==> config.mk <==
export PLATFORM = sky130hd
export DESIGN_NAME = html_tag_strip_entity_decode
export DESIGN_NICKNAME = d
export VERILOG_FILES = /design/src/htsed_pkg.sv /design/src/htsed_front.sv /design/src/htsed_queue.sv /design/src/htsed_back.sv /design/src/html_tag_strip_entity_decode.sv
export VERILOG_INCLUDE_DIRS = /design/src /design/src/src
export SDC_FILE = /design/constraint.sdc
export NUM_CORES = 1
export LEC_CHECK = 0
export ABC_AREA = 1
export BUFFER_PORTS_ARGS = -buffer_cell sky130_fd_sc_hd__buf_2
export CORE_ASPECT_RATIO = 1.5
export CORE_UTILIZATION = 25
export DETAILED_ROUTE_END_ITERATION = 10
export SLEW_MARGIN = 20
export SYNTH_ARGS = -nofsm -noshare
export SYNTH_HDL_FRONTEND = slang
export SYNTH_HIERARCHICAL = 1
export SYNTH_SLANG_ARGS = --single-unit
==> constraint.sdc <==
create_clock -name clk -period 9.4 [get_ports clk]
set_clock_uncertainty 0.1 [all_clocks]
set_input_delay 1.88 -clock clk [delete_from_list [all_inputs] [get_ports clk]]
set_output_delay 1.88 -clock clk [all_outputs]
set_load 0.005 [all_outputs]
==> src/html_tag_strip_entity_decode_assert.svh <==
// assertion macros shared by the html cleaner modules
// both sample on clk; the first one is masked while arst_n is low
`ifndef HTML_TAG_STRIP_ENTITY_DECODE_ASSERT_SVH
`define HTML_TAG_STRIP_ENTITY_DECODE_ASSERT_SVH

// checked only out of reset
`define HTSED_ASSERT(lbl, prop, msg) \
	lbl: assert property (@(posedge clk) disable iff (!arst_n) prop) else $error(msg);

// checked at every edge, reset included
`define HTSED_ASSERT_ALWAYS(lbl, prop, msg) \
	lbl: assert property (@(posedge clk) prop) else $error(msg);

`endif

==> src/htsed_pkg.sv <==
`default_nettype none

package htsed_pkg;

	// sizes
	localparam int NodeCount  = 20;
	localparam int NodeW      = 5;
	localparam int MaxChars   = 7;
	localparam int CharCntW   = 3;
	localparam int QueueDepth = 4;
	localparam int QueuePtrW  = 2;
	localparam int QueueCntW  = 3;

	// special characters
	localparam logic [7:0] ChTagOpen  = 8'h3C;
	localparam logic [7:0] ChTagClose = 8'h3E;
	localparam logic [7:0] ChAmp      = 8'h26;
	localparam logic [7:0] ChSpace    = 8'h20;
	localparam logic [7:0] ChTab      = 8'h09;
	localparam logic [7:0] ChNewline  = 8'h0A;

	// trie nodes, each names the prefix seen so far
	localparam logic [NodeW-1:0] NodeNone  = 5'd0;
	localparam logic [NodeW-1:0] NodeAmp   = 5'd1;
	localparam logic [NodeW-1:0] NodeA     = 5'd2;
	localparam logic [NodeW-1:0] NodeAm    = 5'd3;
	localparam logic [NodeW-1:0] NodeL     = 5'd4;
	localparam logic [NodeW-1:0] NodeG     = 5'd5;
	localparam logic [NodeW-1:0] NodeQ     = 5'd6;
	localparam logic [NodeW-1:0] NodeQu    = 5'd7;
	localparam logic [NodeW-1:0] NodeQuo   = 5'd8;
	localparam logic [NodeW-1:0] NodeHash  = 5'd9;
	localparam logic [NodeW-1:0] NodeHash3 = 5'd10;
	localparam logic [NodeW-1:0] NodeN     = 5'd11;
	localparam logic [NodeW-1:0] NodeNb    = 5'd12;
	localparam logic [NodeW-1:0] NodeNbs   = 5'd13;
	localparam logic [NodeW-1:0] NodeAmpP  = 5'd14;
	localparam logic [NodeW-1:0] NodeLt    = 5'd15;
	localparam logic [NodeW-1:0] NodeGt    = 5'd16;
	localparam logic [NodeW-1:0] NodeQuot  = 5'd17;
	localparam logic [NodeW-1:0] NodeH39   = 5'd18;
	localparam logic [NodeW-1:0] NodeNbsp  = 5'd19;

	// channel words
	typedef struct packed {
		logic [7:0] in_byte;
		logic       last_byte;
	} in_word_t;

	typedef struct packed {
		logic [7:0] out_byte;
		logic       byte_valid;
		logic       end_of_text;
	} out_word_t;

	// everything one input byte produces, queued between front and back
	typedef struct packed {
		logic [0:MaxChars-1][7:0] chars;
		logic [CharCntW-1:0]      char_cnt;
		logic                     eot;
	} group_t;

	// literal text of an open prefix
	typedef struct packed {
		logic [0:MaxChars-1][7:0] chars;
		logic [CharCntW-1:0]      len;
	} text_t;

	// one trie step; to of NodeNone means the entity is complete
	typedef struct packed {
		logic             hit;
		logic [NodeW-1:0] to;
		logic [7:0]       decoded;
	} trie_step_t;

	function automatic text_t node_text(input logic [NodeW-1:0] node);
		text_t t;
		t.chars = '0;
		t.len   = 3'd0;
		case (node)
			NodeAmp:   begin t.chars = {"&",     48'h0}; t.len = 3'd1; end
			NodeA:     begin t.chars = {"&a",    40'h0}; t.len = 3'd2; end
			NodeAm:    begin t.chars = {"&am",   32'h0}; t.len = 3'd3; end
			NodeL:     begin t.chars = {"&l",    40'h0}; t.len = 3'd2; end
			NodeG:     begin t.chars = {"&g",    40'h0}; t.len = 3'd2; end
			NodeQ:     begin t.chars = {"&q",    40'h0}; t.len = 3'd2; end
			NodeQu:    begin t.chars = {"&qu",   32'h0}; t.len = 3'd3; end
			NodeQuo:   begin t.chars = {"&quo",  24'h0}; t.len = 3'd4; end
			NodeHash:  begin t.chars = {"&#",    40'h0}; t.len = 3'd2; end
			NodeHash3: begin t.chars = {"&#3",   32'h0}; t.len = 3'd3; end
			NodeN:     begin t.chars = {"&n",    40'h0}; t.len = 3'd2; end
			NodeNb:    begin t.chars = {"&nb",   32'h0}; t.len = 3'd3; end
			NodeNbs:   begin t.chars = {"&nbs",  24'h0}; t.len = 3'd4; end
			NodeAmpP:  begin t.chars = {"&amp",  24'h0}; t.len = 3'd4; end
			NodeLt:    begin t.chars = {"&lt",   32'h0}; t.len = 3'd3; end
			NodeGt:    begin t.chars = {"&gt",   32'h0}; t.len = 3'd3; end
			NodeQuot:  begin t.chars = {"&quot", 16'h0}; t.len = 3'd5; end
			NodeH39:   begin t.chars = {"&#39",  24'h0}; t.len = 3'd4; end
			NodeNbsp:  begin t.chars = {"&nbsp", 16'h0}; t.len = 3'd5; end
			default:   begin t.chars = '0;              t.len = 3'd0; end
		endcase
		return t;
	endfunction

	function automatic trie_step_t trie_step(input logic [NodeW-1:0] node,
						 input logic [7:0] b);
		trie_step_t s;
		s = '0;
		case (node)
			NodeAmp: begin
				if (b == "a")      begin s.hit = 1'b1; s.to = NodeA;     end
				else if (b == "l") begin s.hit = 1'b1; s.to = NodeL;     end
				else if (b == "g") begin s.hit = 1'b1; s.to = NodeG;     end
				else if (b == "q") begin s.hit = 1'b1; s.to = NodeQ;     end
				else if (b == "#") begin s.hit = 1'b1; s.to = NodeHash;  end
				else if (b == "n") begin s.hit = 1'b1; s.to = NodeN;     end
			end
			NodeA:     if (b == "m") begin s.hit = 1'b1; s.to = NodeAm;    end
			NodeAm:    if (b == "p") begin s.hit = 1'b1; s.to = NodeAmpP;  end
			NodeL:     if (b == "t") begin s.hit = 1'b1; s.to = NodeLt;    end
			NodeG:     if (b == "t") begin s.hit = 1'b1; s.to = NodeGt;    end
			NodeQ:     if (b == "u") begin s.hit = 1'b1; s.to = NodeQu;    end
			NodeQu:    if (b == "o") begin s.hit = 1'b1; s.to = NodeQuo;   end
			NodeQuo:   if (b == "t") begin s.hit = 1'b1; s.to = NodeQuot;  end
			NodeHash:  if (b == "3") begin s.hit = 1'b1; s.to = NodeHash3; end
			NodeHash3: if (b == "9") begin s.hit = 1'b1; s.to = NodeH39;   end
			NodeN:     if (b == "b") begin s.hit = 1'b1; s.to = NodeNb;    end
			NodeNb:    if (b == "s") begin s.hit = 1'b1; s.to = NodeNbs;   end
			NodeNbs:   if (b == "p") begin s.hit = 1'b1; s.to = NodeNbsp;  end
			NodeAmpP:  if (b == ";") begin s.hit = 1'b1; s.decoded = ChAmp;      end
			NodeLt:    if (b == ";") begin s.hit = 1'b1; s.decoded = ChTagOpen;  end
			NodeGt:    if (b == ";") begin s.hit = 1'b1; s.decoded = ChTagClose; end
			NodeQuot:  if (b == ";") begin s.hit = 1'b1; s.decoded = 8'h22;      end
			NodeH39:   if (b == ";") begin s.hit = 1'b1; s.decoded = 8'h27;      end
			NodeNbsp:  if (b == ";") begin s.hit = 1'b1; s.decoded = ChSpace;    end
			default:   s = '0;
		endcase
		return s;
	endfunction

endpackage

`default_nettype wire

==> src/htsed_front.sv <==
`default_nettype none

module htsed_front import htsed_pkg::*; (
	input  wire logic     clk,
	input  wire logic     arst_n,
	input  wire logic     fire,
	input  wire in_word_t word,
	output group_t        grp,
	output logic          grp_push
);

	logic             inside_tag_q;
	logic [NodeW-1:0] entity_node_q;
	logic             wrote_any_q;
	logic             space_pending_q;

	logic             tag_n;
	logic [NodeW-1:0] node_n;
	logic             wrote_n;
	logic             pend_n;
	logic [NodeW-1:0] node_v;
	logic [NodeW-1:0] t_node;
	logic             have_x;
	logic [7:0]       x_byte;
	logic             x_space;
	logic             x_emit;
	logic             t_any;
	logic             lead;
	logic             wrote1;
	logic             pend1;
	text_t            tx;
	trie_step_t       st;

	// classify the byte: literal prefix text, then at most one more character
	always_comb begin
		node_v = (entity_node_q >= NodeW'(NodeCount)) ? NodeNone : entity_node_q;
		st     = trie_step(node_v, word.in_byte);
		tag_n  = inside_tag_q;
		node_n = node_v;
		t_node = NodeNone;
		have_x = 1'b0;
		x_byte = word.in_byte;
		if (inside_tag_q) begin
			if (word.in_byte == ChTagClose) tag_n = 1'b0;
		end else if (node_v != NodeNone && st.hit) begin
			if (st.to != NodeNone) begin
				node_n = st.to;
			end else begin
				node_n = NodeNone;
				have_x = 1'b1;
				x_byte = st.decoded;
			end
		end else begin
			// failed prefix goes out literally, then the byte is plain
			t_node = node_v;
			node_n = NodeNone;
			if (word.in_byte == ChTagOpen) tag_n = 1'b1;
			else if (word.in_byte == ChAmp) node_n = NodeAmp;
			else have_x = 1'b1;
		end
		// end of text flushes a still open prefix
		if (word.last_byte && node_n != NodeNone) begin
			if (t_node == NodeNone) begin
				t_node = node_n;
			end else begin
				have_x = 1'b1;
				x_byte = ChAmp;
			end
		end
	end

	// space folding and layout of the characters
	always_comb begin
		tx      = node_text(t_node);
		t_any   = (tx.len != 3'd0);
		x_space = have_x && (x_byte == ChSpace || x_byte == ChTab || x_byte == ChNewline);
		x_emit  = have_x && !x_space;
		lead    = space_pending_q && (t_any || x_emit);
		wrote1  = wrote_any_q || t_any;
		pend1   = t_any ? 1'b0 : space_pending_q;
		wrote_n = wrote1 || x_emit;
		pend_n  = x_emit ? 1'b0 : (x_space ? (pend1 || wrote1) : pend1);
		grp.chars    = '0;
		grp.char_cnt = CharCntW'(lead) + tx.len + CharCntW'(x_emit);
		grp.eot      = word.last_byte;
		for (int i = 0; i < MaxChars; i++) begin
			logic [CharCntW-1:0] j;
			j = CharCntW'(i) - CharCntW'(lead);
			if (lead && i == 0) grp.chars[i] = ChSpace;
			else if (j < tx.len) grp.chars[i] = tx.chars[j];
			else if (j == tx.len && x_emit) grp.chars[i] = x_byte;
		end
		grp_push = fire && (grp.char_cnt != '0 || grp.eot);
	end

	// text state, cleared at end of text
	always_ff @(posedge clk or negedge arst_n) begin
		if (!arst_n) begin
			inside_tag_q    <= 1'b0;
			entity_node_q   <= NodeNone;
			wrote_any_q     <= 1'b0;
			space_pending_q <= 1'b0;
		end else if (fire) begin
			if (word.last_byte) begin
				inside_tag_q    <= 1'b0;
				entity_node_q   <= NodeNone;
				wrote_any_q     <= 1'b0;
				space_pending_q <= 1'b0;
			end else begin
				inside_tag_q    <= tag_n;
				entity_node_q   <= node_n;
				wrote_any_q     <= wrote_n;
				space_pending_q <= pend_n;
			end
		end
	end

endmodule

`default_nettype wire

==> src/htsed_queue.sv <==
`default_nettype none

module htsed_queue import htsed_pkg::*; (
	input  wire logic   clk,
	input  wire logic   arst_n,
	input  wire logic   push,
	input  wire group_t push_grp,
	input  wire logic   pop,
	output group_t      head,
	output logic        head_valid,
	output logic        full
);

	group_t                entries_q [QueueDepth];
	logic [QueuePtrW-1:0]  wr_ptr_q;
	logic [QueuePtrW-1:0]  rd_ptr_q;
	logic [QueueCntW-1:0]  count_q;

	assign head       = entries_q[rd_ptr_q];
	assign head_valid = (count_q != '0);
	assign full       = (count_q == QueueCntW'(QueueDepth));

	// group storage
	always_ff @(posedge clk) begin
		if (push) entries_q[wr_ptr_q] <= push_grp;
	end

	// pointers and fill level
	always_ff @(posedge clk or negedge arst_n) begin
		if (!arst_n) begin
			wr_ptr_q <= '0;
			rd_ptr_q <= '0;
			count_q  <= '0;
		end else begin
			if (push) wr_ptr_q <= wr_ptr_q + 1'b1;
			if (pop)  rd_ptr_q <= rd_ptr_q + 1'b1;
			if (push && !pop)      count_q <= count_q + 1'b1;
			else if (pop && !push) count_q <= count_q - 1'b1;
		end
	end

`include "html_tag_strip_entity_decode_assert.svh"

	`HTSED_ASSERT(a_no_push_full, push |-> !full, "push into full queue")
	`HTSED_ASSERT(a_no_pop_empty, pop |-> head_valid, "pop from empty queue")
	`HTSED_ASSERT(a_count_bound, count_q <= QueueCntW'(QueueDepth), "queue count overrun")

endmodule

`default_nettype wire

==> src/htsed_back.sv <==
`default_nettype none

module htsed_back import htsed_pkg::*; (
	input  wire logic   clk,
	input  wire logic   arst_n,
	input  wire group_t head,
	input  wire logic   head_valid,
	output logic        pop,
	output logic        clean_valid,
	input  wire logic   clean_stall,
	output out_word_t   clean
);

	logic [CharCntW-1:0] idx_q;
	logic                valid_q;
	out_word_t           word_q;
	out_word_t           next_word;
	logic                last_word;
	logic                load;

	// pick the word at the current position of the head group
	always_comb begin
		next_word = '0;
		if (idx_q < head.char_cnt) begin
			next_word.out_byte   = head.chars[idx_q];
			next_word.byte_valid = 1'b1;
		end else begin
			next_word.end_of_text = 1'b1;
		end
		last_word = head.eot ? (idx_q == head.char_cnt)
				     : ({1'b0, idx_q} + 4'd1 == {1'b0, head.char_cnt});
		load = head_valid && (!valid_q || !clean_stall);
		pop  = load && last_word;
	end

	// output register and position in the group
	always_ff @(posedge clk or negedge arst_n) begin
		if (!arst_n) begin
			idx_q   <= '0;
			valid_q <= 1'b0;
		end else if (load) begin
			valid_q <= 1'b1;
			idx_q   <= last_word ? '0 : idx_q + 1'b1;
		end else if (!clean_stall) begin
			valid_q <= 1'b0;
		end
	end

	always_ff @(posedge clk) begin
		if (load) word_q <= next_word;
	end

	assign clean_valid = valid_q;
	assign clean       = word_q;

`include "html_tag_strip_entity_decode_assert.svh"

	`HTSED_ASSERT(a_idx_in_group, head_valid |-> idx_q <= head.char_cnt, "index past group")
	`HTSED_ASSERT(a_idx_idle, !head_valid |-> idx_q == '0, "index left over with no group")
	`HTSED_ASSERT(a_pop_when_load, pop |-> load && head_valid, "pop without a word")

endmodule

`default_nettype wire

==> src/html_tag_strip_entity_decode.sv <==
// HTML text cleaner: strips tags, decodes six entities, folds white space.
// Input channel text: one byte per word with last_byte on the final byte of
// a text; a word is taken at a rising edge with text_valid high and
// text_stall low. Output channel clean: one cleaned byte per word
// (byte_valid 1), and one end word (end_of_text 1, byte 0) after the last
// byte of each text; taken when clean_valid is high and clean_stall low.
// An input byte gives 0 to 8 output words. The front takes one byte per
// cycle and classifies it in that cycle; the words it makes are queued as
// one group in a four-entry queue. The back sends one word per cycle from
// that queue; the first word of a byte passes the queue and then the
// output register. Sustained input rate is one byte per cycle while output
// words keep pace; a long burst (failed entity prefix) drains at one word
// per cycle and text_stall rises once the queue holds four groups.
// While clean_stall is high the output word holds, the queue fills, and
// then text_stall stops the input. Reset empties the queue and output and
// clears the tag, entity, and space state; end of text clears them too.
`default_nettype none

module html_tag_strip_entity_decode import htsed_pkg::*; (
	input  wire logic     clk,
	input  wire logic     arst_n,
	input  wire logic     text_valid,
	output logic          text_stall,
	input  wire in_word_t text,
	output logic          clean_valid,
	input  wire logic     clean_stall,
	output out_word_t     clean
);

	logic   fire;
	logic   grp_push;
	group_t grp;
	group_t head;
	logic   head_valid;
	logic   pop;
	logic   full;

	assign text_stall = full;
	assign fire       = text_valid && !text_stall;

	// classify bytes
	htsed_front u_front (
		.clk      (clk),
		.arst_n   (arst_n),
		.fire     (fire),
		.word     (text),
		.grp      (grp),
		.grp_push (grp_push)
	);

	// group queue between front and back
	htsed_queue u_queue (
		.clk        (clk),
		.arst_n     (arst_n),
		.push       (grp_push),
		.push_grp   (grp),
		.pop        (pop),
		.head       (head),
		.head_valid (head_valid),
		.full       (full)
	);

	// send words
	htsed_back u_back (
		.clk         (clk),
		.arst_n      (arst_n),
		.head        (head),
		.head_valid  (head_valid),
		.pop         (pop),
		.clean_valid (clean_valid),
		.clean_stall (clean_stall),
		.clean       (clean)
	);

endmodule

`default_nettype wire

==> flow_summary.toml, run 1 <==
[run_status]
status = "complete, no violations"

[clock_network]
path_clk_slew_ps = 60
cts_resized = 0
htree_num_levels = 1
cts_made_buffers = 26
cts_tree = "built"
cts_sinks = 269
cts-root-buf = "clkbuf_16"
postCtsSetupBuffers = 0
insertion_delay_ps = 550
clockBufferDepth = 3
postCtsHoldBufs = 0

[sta]
holdWs_ps = 403
setup_slack_ps = 1910
rsz0062_at_grt = "false"
hold_viol = 0
timing.final.crit_share = 0.796
slew_violations = 0
tns_ps = 0
setup-violations-final = 0
period_minus_slack_ps = 7490
relSlewSlack = 0.330
fmax_ghz = 0.134
tightestPinTransition_ps = 1010

[setup_path]
crit_type = "in2reg"
arrival_ps = 7560
critical_path_buf_inv_count = 8
cp-start-kind = "primary input"
cp_slowest_cell = "buf_4"
cp_common_cell = "nand2_1"
end_kind = "register"
crit_path_max_incr_delay_ps = 650
critPathRequiredTime_ps = 9480
r2r_setup_slack_ps = 2810
critical_path.top_delay_family = "simple AND/OR/NAND/NOR gates"
path_max_fanout = 60

[placement]
dp_slack_ps = 1320
gp_congestion = 0.920
hpwl_mm = 27.9
io_buffers = 24

[power]
vdd_drop_max_v = 0.000208
p_leak_uw = 0.00689
pwr_density_cell_nw_per_um2 = 272

[route]
route.met2.wl_mm = 21.7
via_per_inst = 4.62
dr.pass1.iters = 5
final_antenna_net_count = 0
vias = 10740
drc = 0
topRoutingLayerUsed = "met4"
met1_length_mm = 14.8
dr.first_iter.drc_count = 680
route.met3.wl_mm = 1.36
drt_wl_total_mm = 39.9
wire_per_inst_um = 17.2

[worst_hold_path]
hold_class = "reg2reg"

[global_route]
track_usage = 0.136
first_global_vias = 11005
antenna_found_initial = 0
grt_overflow_total = 0
grt_max_degree = 182
grt_pass1_wl_mm = 62.5

[finish]
layout_common_cells = "nand2_1, edfxtp_1, inv_1, nor2_1, nand3_1"
final_common_cell = "nand2_1"
drive_gt1_frac = 0.127
n_antenna_cell = 0
utilization = 0.280
nets = 1574
syn2layout_area_growth_pct = 10.6

[job]
cap_violations = 0

[synthesis]
netlist_area_um2 = 14700
yosysWarnings = 6
synth-seq-cells = 269
ys_seq_area_frac = 0.544
yosysUniqueCellTypes = 46
syn_nets = 1577
syn_inst = 1539
syn-mean-instance-area_um2 = 9.53

[floorplan]
initial_utilization = 0.253
die_width_um = 200
die_y_um = 299
core_um2 = 58000
ios = 25
rows = 108
dieArea_um2 = 59700
## sequential cells by signal (all words and copies together) (netlist names)
signal	cells
u_queue/entries_q	240
u_front/space_pending_q	1
u_front/entity_node_q	5
u_back/clean_valid	1
u_front/wrote_any_q	1
u_front/inside_tag_q	1
u_queue/wr_ptr_q	2
u_back/clean	10
u_queue/rd_ptr_q	2
u_back/idx_q	3
u_queue/count_q	3
## power breakdown
part           switching (µW)  total, µW  internal [µW]  leakage (µW)
logic                    1080       1570            494       0.00388
clock network             460       1060            603      0.000424
registers                 148       1780           1640       0.00258
total                    1690       4420           2730       0.00689
## final timing paths
| check | startpoint | to | depth (start not counted) |
|---|---|---|---|
| worst min-delay path | u_queue/count_q[2] | u_queue/count_q[2] | 2 |
| worst min register to register | u_queue/count_q[2] | u_queue/count_q[2] | 2 |
| min in group asynchronous | arst_n | u_back/clean_valid | 1 |
| max in group asynchronous | arst_n | u_queue/rd_ptr_q[1] | 1 |
| worst max register to register | u_front/entity_node_q[3] | u_queue/entries_q[3][43] | 32 |
| worst max-delay path | text[8] | u_queue/entries_q[3][43] | 33 |
## metal layers
| layer | vias up | global-route usage |
|---|---|---|
| met5 | - | 0 |
| met4 | 0 | 0.0734 |
| met3 | 96 | 0.0138 |
| met2 | 248 | 0.260 |
| met1 | 5228 | 0.143 |
| li1 | 5168 | - |
## cells by family (layout without fill, tap and decap cells)
family                   Yosys count  after routing  synth area share
AO/OA/AOI/OAI                    243            243             0.134
XOR/XNOR                           5              5           0.00299
adder cells (fa/ha/maj)           25             25            0.0223
buffers and inverters            300            316            0.0964
flip-flops                       269            269             0.544
AND/OR/NAND/NOR                  697            697             0.200
## metrics by stage
stage / instances / power [µW] / area (µm²)
after floorplan: 1539 / 3030 / 14700
after global routing: 2325 / 4700 / 16200
after global placement: 2278 / 3380 / 15400
after CTS: 2325 / 4480 / 16200
after detailed placement: 2278 / 3410 / 15400
final: 2325 / 4420 / 16200
## area by class of cell
type	instances	area [µm²]
clock inverters	18	193
repair buffers	34	245
multi-input cells	970	5280
well taps	770	963
flip-flops and latches	269	7990
fillers	6047	41700
clock buffers	29	672
inverters	235	890
## tightest hold or removal path, cell delays in order, from the launching register on
cell	delay [ps]
dfrtp_1	360
nand2_1	60
nand2_1	60
## synth_stat cells, drive strengths merged
cell type | number | area share
nand3 | 81 | 0.030
clkbuf | 5 | 0.0013
fa | 2 | 0.0027
a21oi | 20 | 0.0068
dfrtp | 19 | 0.032
nor3b | 1 | 0.0013
or2 | 1 | 0.00043
o211ai | 134 | 0.093
ha | 23 | 0.020
a211oi | 1 | 0.00051
nor4 | 1 | 0.00043
o21ai | 61 | 0.022
nand3b | 5 | 0.0026
nor3 | 23 | 0.0082
o22ai | 18 | 0.0077
nand2 | 436 | 0.11
clkinv | 3 | 0.00077
o31ai | 1 | 0.00051
buf | 60 | 0.034
nand4 | 14 | 0.0060
a22oi | 1 | 0.00051
xnor2 | 2 | 0.0012
edfxtp | 250 | 0.51
a31oi | 4 | 0.0017
nor2 | 134 | 0.037
and3 | 1 | 0.00043
o21bai | 3 | 0.0015
xor2 | 3 | 0.0018
inv | 232 | 0.060
Power figures use the tool's default switching activity.
==> run 2: changes to the inputs <==
==> constraint.sdc (replaced) <==
create_clock -name clk -period 7.2 [get_ports clk]
set_clock_uncertainty 0.1 [all_clocks]
set_input_delay 1.44 -clock clk [delete_from_list [all_inputs] [get_ports clk]]
set_output_delay 1.44 -clock clk [all_outputs]
set_load 0.005 [all_outputs]
==> flow_summary.toml, run 2 (synthesis gave the netlist of run 1 again) <==
[run_status]
status = "complete, no violations"

[floorplan]
core_um2 = 58000
die_y_um = 299
ios = 25
initial_utilization = 0.253
dieArea_um2 = 59700
die_width_um = 200
rows = 108

[setup_path]
reg2regPathDepth = 36
crit_path_max_incr_delay_ps = 380
timing.critical_path.from = "text[8]"
worstReg2RegStart = "u_front/entity_node_q[0]"
end_kind = "register"
path_max_fanout = 10
crit_type = "in2reg"
endpoint = "u_queue/count_q[2]"
r2r_setup_slack_ps = 1350
cp_slowest_cell = "fa_1"
timing.rr.end = "u_queue/count_q[2]"
critPathRequiredTime_ps = 7530
cp_common_cell = "nand2_1"
cp-start-kind = "primary input"
arrival_ps = 6640

[placement]
io_buffers = 24
dpl.cell_count = 2320
gp_congestion = 0.956
hpwl_mm = 29.6

[clock_network]
postCtsHoldBufs = 0
cts_sinks = 269
postCtsSetupBuffers = 0
cts_resized = 0
cts_made_buffers = 26
clockBufferDepth = 3
cts_tree = "built"
path_clk_slew_ps = 60
htree_num_levels = 1
insertion_delay_ps = 550
cts-root-buf = "clkbuf_16"

[global_route]
grt_use_met1 = 0.148
first_global_vias = 10780
busiest_layer = "met2"
grt_pass1_wl_mm = 62.6
antenna_found_initial = 0
use_met3 = 0.0123
track_usage = 0.138
grt_use_met2 = 0.259
grt_max_degree = 225
grt_overflow_total = 0

[sta]
setup-violations-final = 0
timing.final.crit_share = 0.876
tightestPinTransition_ps = 1460
tns_ps = 0
slew_violations = 0
fmax_ghz = 0.158
rsz0062_at_grt = "false"
holdWs_ps = 398
period_minus_slack_ps = 6310
hold_viol = 0
relSlewSlack = 0.0249

[route]
drt_wl_total_mm = 40.9
drc = 0
final_antenna_net_count = 0
wire_per_inst_um = 17.3
via_per_inst = 4.63
vias = 10950
dr.first_iter.drc_count = 620
dr.pass1.iters = 5

[power]
vdd_drop_max_v = 0.000322
pwr_density_cell_nw_per_um2 = 351
p_leak_uw = 0.00711

[finish]
largest_reg_flops = 240
multiInputGateArea_um2 = 5280
utilization = 0.287
fin_cells = 2365
regArea_um2 = 7990
n_antenna_cell = 0
fill_cells = 6005
layout_common_cells = "nand2_1, edfxtp_1, inv_1, nor2_1, nand3_1"
regMostFlops = "u_queue/entries_q"
drive_gt1_frac = 0.150
syn2layout_area_growth_pct = 13.2
final_common_cell = "nand2_1"
nets = 1616

[worst_hold_path]
hold_class = "reg2reg"
min_from = "u_queue/count_q[2]"

[job]
cap_violations = 0
## run 2: routing by layer
metal  part of all wire  wire length [µm]  up-vias
met5                  0                 0        -
met4              0.053              2170        0
met3              0.036              1460      104
met2               0.54             21900      292
met1               0.38             15300     5301
li1                   -                 -     5253
## run 2: worst min-delay path by stage
stage	endpoint	slack (ps)	depth (start not counted)
after floorplan	u_queue/count_q[2]	340	2
after global placement	u_queue/count_q[2]	380	2
after detailed placement	u_queue/count_q[2]	380	2
after CTS	u_queue/count_q[2]	390	2
after global routing	u_queue/count_q[2]	410	2
final	u_queue/count_q[2]	400	2
## run 2: critical path: cells and delay by family
family                   cells  cell delay [ps]
buffers and inverters        8              930
adder cells (fa/ha/maj)      5             1360
AND/OR/NAND/NOR             24             2530
AO/OA/AOI/OAI                2              350
## run 2: metrics by stage
step	total power, µW	instance area (µm²)	worst slack, ps
detailed placement	4570	15800	396
floorplan	3950	14700	185
global route	6180	16600	393
CTS	5910	16600	959
global placement	4520	15800	490
finish	5840	16600	890
## run 2: power by group
part	total (µW)	leakage, µW	internal (µW)	switching (µW)
registers	2300	0.00258	2130	168
clock network	1330	0.000404	740	591
logic	2200	0.00412	732	1470
total	5840	0.00711	3600	2230
## run 2: cell type report
| class | instances | share of cell area |
|---|---|---|
| Sequential cell | 269 | 0.481 |
| Multi-Input combinational cell | 970 | 0.318 |
| Tap cell | 770 | 0.0580 |
| Inverter | 235 | 0.0536 |
| Timing Repair Buffer | 76 | 0.0398 |
| Clock buffer | 27 | 0.0394 |
| Clock inverter | 18 | 0.0106 |
